<file path="src/sv/eic_pkg.sv">
// ----------------------------------------------------------------------------
// eic_pkg: shared types and constants of the ELF64 image checker
// Payload structs, status codes, format constants and the bounds helper.
// ----------------------------------------------------------------------------
package eic_pkg;

  localparam int PAGE_BITS   = 12;
  localparam int MAX_HEADERS = 32;
  localparam int CNT_W       = 6;
  localparam int ADDR_W      = 5;

  localparam logic [7:0]  ID_MAGIC0    = 8'h7F;
  localparam logic [7:0]  ID_MAGIC1    = 8'h45;
  localparam logic [7:0]  ID_MAGIC2    = 8'h4C;
  localparam logic [7:0]  ID_MAGIC3    = 8'h46;
  localparam logic [7:0]  ELF_CLASS64  = 8'h02;
  localparam logic [7:0]  ELF_DATA_LSB = 8'h01;
  localparam logic [7:0]  ELF_VERSION  = 8'h01;
  localparam logic [15:0] ELF_MACHINE  = 16'd62;
  localparam logic [15:0] ELF_TYPE_EXE = 16'd2;
  localparam logic [15:0] PHDR_SIZE    = 16'd56;
  localparam logic [31:0] MIN_IMAGE    = 32'd64;
  localparam logic [31:0] SEG_LOAD     = 32'd1;
  localparam int          FLAG_WRITE   = 1;

  localparam logic OP_FILE_HDR = 1'b0;
  localparam logic OP_PROG_HDR = 1'b1;

  localparam logic [4:0] ST_OK          = 5'd0;
  localparam logic [4:0] ST_SMALL_IMAGE = 5'd1;
  localparam logic [4:0] ST_BAD_MAGIC   = 5'd2;
  localparam logic [4:0] ST_BAD_CLASS   = 5'd3;
  localparam logic [4:0] ST_BAD_ORDER   = 5'd4;
  localparam logic [4:0] ST_BAD_VERSION = 5'd5;
  localparam logic [4:0] ST_BAD_MACHINE = 5'd6;
  localparam logic [4:0] ST_BAD_TYPE    = 5'd7;
  localparam logic [4:0] ST_BAD_ENTSIZE = 5'd8;
  localparam logic [4:0] ST_NO_HEADERS  = 5'd9;
  localparam logic [4:0] ST_MANY_HDRS   = 5'd10;
  localparam logic [4:0] ST_TABLE_OOB   = 5'd11;
  localparam logic [4:0] ST_SEG_OOB     = 5'd12;
  localparam logic [4:0] ST_SIZE_ORDER  = 5'd13;
  localparam logic [4:0] ST_UNALIGNED   = 5'd14;
  localparam logic [4:0] ST_NO_LOADABLE = 5'd15;
  localparam logic [4:0] ST_ADDR_WRAP   = 5'd16;
  localparam logic [4:0] ST_OUT_WINDOW  = 5'd17;
  localparam logic [4:0] ST_OUT_OF_SEQ  = 5'd18;

  localparam logic [1:0] REG_IMAGE_SIZE = 2'd0;
  localparam logic [1:0] REG_LOAD_LOW   = 2'd1;
  localparam logic [1:0] REG_LOAD_HIGH  = 2'd2;

  typedef struct packed {
    logic        opcode;
    logic [55:0] ident_word;
    logic [15:0] obj_type;
    logic [15:0] machine;
    logic [15:0] entry_size;
    logic [15:0] header_count;
    logic [63:0] file_offset;
    logic [63:0] virt_addr;
    logic [63:0] file_bytes;
    logic [63:0] mem_bytes;
    logic [31:0] seg_type;
    logic [2:0]  seg_flags;
  } in_item_t;

  typedef struct packed {
    logic [4:0]  status;
    logic        done_res;
    logic        accepted;
    logic [63:0] entry_point;
    logic        seg_loadable;
    logic        seg_writable;
    logic [51:0] seg_pages;
  } out_item_t;

  typedef struct packed {
    logic        loadable;
    logic [4:0]  check_code;
    logic [4:0]  range_code;
    logic        writable;
    logic [51:0] pages;
  } seg_res_t;

  // True when [off, off+len) lies within an image of the given size.
  function automatic logic fits_in_image(logic [31:0] size, logic [63:0] off,
                                         logic [63:0] len);
    logic [63:0] size_w;
    size_w = {32'd0, size};
    if (off > size_w) return 1'b0;
    return len <= (size_w - off);
  endfunction

endpackage

</file>
<file path="src/sv/eic_hdr_check.sv">
// ----------------------------------------------------------------------------
// eic_hdr_check: file header checks
// Gives the first failing check of a file header item, or ST_OK.
// ----------------------------------------------------------------------------
module eic_hdr_check (
  input  eic_pkg::in_item_t item,
  input  logic [31:0]       image_size,
  output logic [4:0]        status
);
  import eic_pkg::*;

  logic [21:0] tbl_size;
  logic [63:0] table_len;

  assign tbl_size  = 22'(item.header_count) * 22'(PHDR_SIZE);
  assign table_len = {42'd0, tbl_size};

  always_comb begin
    if (image_size < MIN_IMAGE) begin
      status = ST_SMALL_IMAGE;
    end else if (item.ident_word[7:0] != ID_MAGIC0 || item.ident_word[15:8] != ID_MAGIC1 ||
                 item.ident_word[23:16] != ID_MAGIC2 ||
                 item.ident_word[31:24] != ID_MAGIC3) begin
      status = ST_BAD_MAGIC;
    end else if (item.ident_word[39:32] != ELF_CLASS64) begin
      status = ST_BAD_CLASS;
    end else if (item.ident_word[47:40] != ELF_DATA_LSB) begin
      status = ST_BAD_ORDER;
    end else if (item.ident_word[55:48] != ELF_VERSION) begin
      status = ST_BAD_VERSION;
    end else if (item.machine != ELF_MACHINE) begin
      status = ST_BAD_MACHINE;
    end else if (item.obj_type != ELF_TYPE_EXE) begin
      status = ST_BAD_TYPE;
    end else if (item.entry_size != PHDR_SIZE) begin
      status = ST_BAD_ENTSIZE;
    end else if (item.header_count == 16'd0) begin
      status = ST_NO_HEADERS;
    end else if (item.header_count > 16'(MAX_HEADERS)) begin
      status = ST_MANY_HDRS;
    end else if (!fits_in_image(image_size, item.file_offset, table_len)) begin
      status = ST_TABLE_OOB;
    end else begin
      status = ST_OK;
    end
  end

endmodule

</file>
<file path="src/sv/eic_seg_check.sv">
// ----------------------------------------------------------------------------
// eic_seg_check: program header checks
// Classifies one program header and gives its check and range codes.
// ----------------------------------------------------------------------------
module eic_seg_check (
  input  eic_pkg::in_item_t item,
  input  logic [31:0]       image_size,
  input  logic [63:0]       load_low,
  input  logic [63:0]       load_high,
  output eic_pkg::seg_res_t res
);
  import eic_pkg::*;

  logic [63:0] seg_end;
  logic        aligned;

  assign seg_end = item.virt_addr + item.mem_bytes;
  assign aligned = (item.virt_addr[PAGE_BITS-1:0] == '0) &&
                   (item.mem_bytes[PAGE_BITS-1:0] == '0);

  always_comb begin
    res.loadable = (item.seg_type == SEG_LOAD);
    res.writable = res.loadable & item.seg_flags[FLAG_WRITE];
    res.pages    = res.loadable ? item.mem_bytes[63:PAGE_BITS] : 52'd0;

    if (!fits_in_image(image_size, item.file_offset, item.file_bytes)) begin
      res.check_code = ST_SEG_OOB;
    end else if (item.mem_bytes < item.file_bytes) begin
      res.check_code = ST_SIZE_ORDER;
    end else if (!aligned) begin
      res.check_code = ST_UNALIGNED;
    end else begin
      res.check_code = ST_OK;
    end

    if (seg_end < item.virt_addr) begin
      res.range_code = ST_ADDR_WRAP;
    end else if (item.virt_addr < load_low || seg_end > load_high) begin
      res.range_code = ST_OUT_WINDOW;
    end else begin
      res.range_code = ST_OK;
    end
  end

endmodule

</file>
<file path="src/sv/elf64_image_checker_core.sv">
// ----------------------------------------------------------------------------
// elf64_image_checker_core: streaming ELF64 executable header validator
// Checks a file header item and the program header items that follow it.
// ----------------------------------------------------------------------------
// Items are taken one per clock cycle while the output side keeps up. Each
// accepted transfer lands in an input register, is checked against the image
// state and moves into the result register once that is free or being
// emptied, so each result is presented from the result register. The result
// register and the input register each hold one item, and while a result
// waits the input register can still take one more item, so the rate is one
// item per cycle whenever the output side takes results as they come.
// Registers sit at byte addresses 0 (image_size), 8 (load_low) and 16
// (load_high) of the 64-bit configuration port, which the user must write only
// while no item is in flight; the block itself does not enforce this.
module elf64_image_checker_core (
  input  logic                          clk,
  input  logic                          rst,
  input  logic                          in_valid,
  output logic                          in_ready,
  input  eic_pkg::in_item_t             in_data,
  output logic                          out_valid,
  input  logic                          out_ready,
  output eic_pkg::out_item_t            out_data,
  input  logic                          psel,
  input  logic                          penable,
  input  logic                          pwrite,
  input  logic [eic_pkg::ADDR_W-1:0]    paddr,
  input  logic [63:0]                   pwdata,
  output logic [63:0]                   prdata,
  output logic                          pready
);
  import eic_pkg::*;

  logic [31:0] image_size;
  logic [63:0] load_low;
  logic [63:0] load_high;

  logic       in_vld;
  in_item_t   in_reg;
  logic       advance;

  logic             in_progress, in_progress_next;
  logic [CNT_W-1:0] headers_left, headers_left_next;
  logic [CNT_W-1:0] loadable_seen, loadable_seen_next;
  logic [4:0]       first_check_error, first_check_error_next;
  logic [4:0]       first_range_error, first_range_error_next;
  logic [63:0]      saved_entry, saved_entry_next;
  out_item_t        result_next;

  logic [4:0] hdr_status;
  seg_res_t   seg_res;
  logic [4:0] verdict;
  logic [1:0] reg_index;

  eic_hdr_check u_hdr (
    .item       (in_reg),
    .image_size (image_size),
    .status     (hdr_status)
  );

  eic_seg_check u_seg (
    .item       (in_reg),
    .image_size (image_size),
    .load_low   (load_low),
    .load_high  (load_high),
    .res        (seg_res)
  );

  // Configuration port
  assign pready    = 1'b1;
  assign reg_index = paddr[ADDR_W-1:3];

  always_ff @(posedge clk) begin
    if (rst) begin
      image_size <= '0;
      load_low   <= '0;
      load_high  <= '0;
    end else if (psel && penable && pwrite && pready) begin
      case (reg_index)
        REG_IMAGE_SIZE: image_size <= pwdata[31:0];
        REG_LOAD_LOW:   load_low   <= pwdata;
        REG_LOAD_HIGH:  load_high  <= pwdata;
        default: ;
      endcase
    end
  end

  always_comb begin
    case (reg_index)
      REG_IMAGE_SIZE: prdata = {32'd0, image_size};
      REG_LOAD_LOW:   prdata = load_low;
      REG_LOAD_HIGH:  prdata = load_high;
      default:        prdata = '0;
    endcase
  end

  // Two-register pipeline: an item advances when the result slot is free
  // or is being emptied in the same cycle.
  assign advance  = in_vld && (!out_valid || out_ready);
  assign in_ready = !in_vld || advance;

  always_ff @(posedge clk) begin
    if (rst) begin
      in_vld <= 1'b0;
    end else if (in_ready) begin
      in_vld <= in_valid;
    end
  end

  always_ff @(posedge clk) begin
    if (in_valid && in_ready) begin
      in_reg <= in_data;
    end
  end

  always_comb begin
    in_progress_next       = in_progress;
    headers_left_next      = headers_left;
    loadable_seen_next     = loadable_seen;
    first_check_error_next = first_check_error;
    first_range_error_next = first_range_error;
    saved_entry_next       = saved_entry;
    result_next            = '0;
    verdict                = ST_OK;

    if (in_reg.opcode == OP_FILE_HDR) begin
      // A new file header always abandons any open image.
      in_progress_next       = 1'b0;
      headers_left_next      = '0;
      loadable_seen_next     = '0;
      first_check_error_next = ST_OK;
      first_range_error_next = ST_OK;
      saved_entry_next       = '0;
      result_next.status     = hdr_status;
      result_next.done_res   = (hdr_status != ST_OK);
      if (hdr_status == ST_OK) begin
        in_progress_next  = 1'b1;
        headers_left_next = in_reg.header_count[CNT_W-1:0];
        saved_entry_next  = in_reg.virt_addr;
      end
    end else if (!in_progress) begin
      result_next.status = ST_OUT_OF_SEQ;
    end else begin
      if (seg_res.loadable) begin
        loadable_seen_next = loadable_seen + CNT_W'(1);
        if (first_check_error == ST_OK) first_check_error_next = seg_res.check_code;
        if (first_range_error == ST_OK) first_range_error_next = seg_res.range_code;
      end
      result_next.seg_loadable = seg_res.loadable;
      result_next.seg_writable = seg_res.writable;
      result_next.seg_pages    = seg_res.pages;
      headers_left_next        = headers_left - CNT_W'(1);

      if (headers_left_next != '0) begin
        result_next.status = (first_check_error_next != ST_OK) ? first_check_error_next
                                                               : first_range_error_next;
      end else begin
        if (first_check_error_next != ST_OK) verdict = first_check_error_next;
        else if (loadable_seen_next == '0)   verdict = ST_NO_LOADABLE;
        else                                 verdict = first_range_error_next;
        result_next.status   = verdict;
        result_next.done_res = 1'b1;
        if (verdict == ST_OK) begin
          result_next.accepted    = 1'b1;
          result_next.entry_point = saved_entry;
        end
        in_progress_next       = 1'b0;
        loadable_seen_next     = '0;
        first_check_error_next = ST_OK;
        first_range_error_next = ST_OK;
        saved_entry_next       = '0;
      end
    end
  end

  always_ff @(posedge clk) begin
    if (rst) begin
      in_progress       <= 1'b0;
      headers_left      <= '0;
      loadable_seen     <= '0;
      first_check_error <= ST_OK;
      first_range_error <= ST_OK;
      saved_entry       <= '0;
      out_valid         <= 1'b0;
    end else begin
      if (advance) begin
        in_progress       <= in_progress_next;
        headers_left      <= headers_left_next;
        loadable_seen     <= loadable_seen_next;
        first_check_error <= first_check_error_next;
        first_range_error <= first_range_error_next;
        saved_entry       <= saved_entry_next;
        out_valid         <= 1'b1;
      end else if (out_ready) begin
        out_valid <= 1'b0;
      end
    end
  end

  always_ff @(posedge clk) begin
    if (advance) begin
      out_data <= result_next;
    end
  end

`ifndef SYNTHESIS
  a_idle_no_count: assert property (@(posedge clk) disable iff (rst)
    !in_progress |-> headers_left == '0)
    else $error("headers pending with no image open");

  a_open_has_count: assert property (@(posedge clk) disable iff (rst)
    in_progress |-> headers_left != '0)
    else $error("image open with no headers pending");

  a_accept_is_final: assert property (@(posedge clk) disable iff (rst)
    out_valid && out_data.accepted |-> out_data.done_res && out_data.status == ST_OK)
    else $error("accepted result without a clean final verdict");

  a_out_of_seq: assert property (@(posedge clk) disable iff (rst)
    advance && in_reg.opcode == OP_PROG_HDR && !in_progress
      |=> out_valid && out_data.status == ST_OUT_OF_SEQ && !out_data.seg_loadable)
    else $error("stray program header not flagged");
`endif

endmodule
</file>
<file path="config.mk">
export PLATFORM = sky130hd
export DESIGN_NAME = elf64_image_checker_core
export DESIGN_NICKNAME = d
export VERILOG_FILES = /design/src/sv/eic_pkg.sv /design/src/sv/eic_hdr_check.sv /design/src/sv/eic_seg_check.sv /design/src/sv/elf64_image_checker_core.sv
export SDC_FILE = /design/constraint.sdc
export NUM_CORES = 2
export LEC_CHECK = 0
export BUFFER_PORTS_ARGS = -buffer_cell sky130_fd_sc_hd__buf_4
export CAP_MARGIN = 20
export CORE_ASPECT_RATIO = 2
export CORE_UTILIZATION = 38
export CTS_BUF_LIST = sky130_fd_sc_hd__clkbuf_16
export CTS_CLUSTER_SIZE = 24
export DETAILED_ROUTE_END_ITERATION = 8
export HOLD_SLACK_MARGIN = 0.12
export PLACE_DENSITY_LB_ADDON = 0.12
export SYNTH_ARGS = -nofsm -noshare
export SYNTH_HDL_FRONTEND = slang
export SYNTH_HIERARCHICAL = 1
export SYNTH_SLANG_ARGS = --single-unit
</file>
<file path="constraint.sdc">
create_clock -name clk -period 13.25 [get_ports clk]
set_input_delay 0 -clock clk [delete_from_list [all_inputs] [get_ports clk]]
set_output_delay 0 -clock clk [all_outputs]
set_load 0.05 [all_outputs]
</file>
==> reports/results.txt <==
worst reg2reg setup slack - 3.62 ns
Die Y - 502 um
CP delay by family, top - compound AO/OA/AOI/OAI gates
Clock Latency Late Sink - 0.69 ns
placed insts - 6943
detailed placement HPWL - 146000 um
Worst Reg-to-Reg Cells - 28
Worst R2R End - out_data[55]$_SDFFCE_PP0P_
clock buffer depth - 3
Detailed Route Iter0 Violations - 2623
final wirelength - 192000 um
I/O Pins - 680
leakage power - 27.2 nW
CTS Buf Count - 77
fmax - 0.104 GHz
Slowest-stage cell, CP - nor3b_1
Hold Violations, Final - 0
Global Route Usage Sum - 29.6%
run status - finished, final reports clean
Starting Density - 38.3%
Reg clk slew, reported paths - 0.07 ns
placed cell area - 54200 um2
wire per inst - 23.9 um
layout cells sized above 1 - 14.9%
Levels on crit path - 28
Peak VDD IR - 124 uV
root buf cell - clkbuf_16
Crit path required time - 13.65 ns
Post-route DRC - 0
Die Footprint - 126000 um2
Die Width - 252 um
Max-cap violations - 0
drt pass-1 iters - 6
Post-CTS Repair Setup Buffers - 0
fin cells - 8019
max reg flops - 410
Rows - 183
CTS tree - yes
Max FO, Critical Path - 26
core area - 124000 um2
Post-CTS Hold Fix Bufs - 928
Critical Path AT - 10.03 ns
H-tree depth - 3
Design Power - 6.54 mW
crit-path max cell delay - 0.86 ns
Synth Warn # - 6
Post-Syn Area - 47500 um2
Buf/Inv on CP - 3
Critical Path Source - image_size[0]$_SDFFE_PP0P_
P&R area growth vs syn - 39.2%
vias per cell - 5.39
cell mode on critical path - o211ai_1
power per cell area - 99.0 nW/um2
Layout Skew - 0.0301 ns
Critical Path Source Type - flop
Final period util - 72.7%
R2R Path Start - image_size[0]$_SDFFE_PP0P_
final slew viol count - 0
via count - 43.2k
post-route cell area - 66100 um2
remaining antenna violation count - 0
Worst Setup Path Type - reg -> reg
largest net degree at the start of global routing - 159
Final setup viols - 0
initial antenna violation count - 10
max_slew headroom - 19.6%
Nets - 7289
actual slew at the worst max-slew pin - 1.20 ns
# resized after CTS - 0
total grt overflow - 0
PortBufs - 673
crit end category - flop
clock net sink count - 784
Fin Setup TNS - 0 ns
syn avg cell area - 10.0 um2
Final Critical Period - 9.63 ns
Placer Congestion - 0.961
hold slack final - 0.171 ns
CP Capture Point - out_data[55]$_SDFFCE_PP0P_
vias in the first global route - 44.2k
Post-Synthesis Cells - 4740
Hold Path Class - in -> reg
first-pass GRT wire length - 276000 um
RSZ-0062 raised after global routing - false
## layout make-up
cell class	count	area [um2]
Fill cell	11054	58000
Multi-Input combinational cell	3381	24100
Antenna cell	9	22.5
Sequential cell	784	21100
Clock buffer	78	1950
Clock inverter	61	591
Tap cell	1665	2080
Timing Repair Buffer	1650	14800
Inverter	391	1470
## per-stage QoR
stage	utilization (%)	setup WS, ns
after floorplan	-	2.04
after global placement	43.7	3.60
after detailed placement	43.7	3.52
after CTS	53.2	3.50
after global routing	53.2	3.15
final	53.2	3.62
## worst min-delay path: cells and delay by family
family | cells | cell delay, ns
buf+inv | 2 | 0.71
simple gates | 1 | 0.05
compound gates | 1 | 0.05
## worst min-delay path by stage
stage          slack [ns]  cells after the start          from                         to
5_1_grt              0.17                      4    pwdata[42]  load_low[42]$_SDFFE_PP0P_
3_3_place_gp         0.18                      1  in_data[326]      in_reg[326]$_DFFE_PP_
6_report             0.17                      4    pwdata[35]  load_low[35]$_SDFFE_PP0P_
2_1_floorplan         0.1                      0  in_data[100]      in_reg[100]$_DFFE_PP_
4_1_cts              0.12                      4    pwdata[62]  load_low[62]$_SDFFE_PP0P_
3_5_place_dp         0.18                      1  in_data[327]      in_reg[327]$_DFFE_PP_
## placed cells by master, fill, tap and decap left out, types with 81 or more instances in the layout
cell type and n:
xnor2_1 87, inv_1 407, edfxtp_1 535, o21ai_0 173, nand4_1 120, nand2_1 553, dfxtp_1 248, nor2_1 186
a22o_1 95, xor2_1 81, ha_1 497, a21oi_1 443, a21o_1 184, buf_4 717, dlygate4sd3_1 928
## report_power, final
part           switching (mW)  internal (mW)
combinational           0.753          0.666
sequential              0.119           2.72
clock                    1.04           1.24
total                    1.91           4.63
## layer usage
metal	GRT usage, %	vias to the layer above	routed length, um
met1	31.2	20944	70100
met2	54.9	1449	100000
met5	0	-	61
met3	3.60	371	8610
li1	-	20471	-
met4	18.9	10	13100
Note: power is estimated with default switching activity, not from simulation.
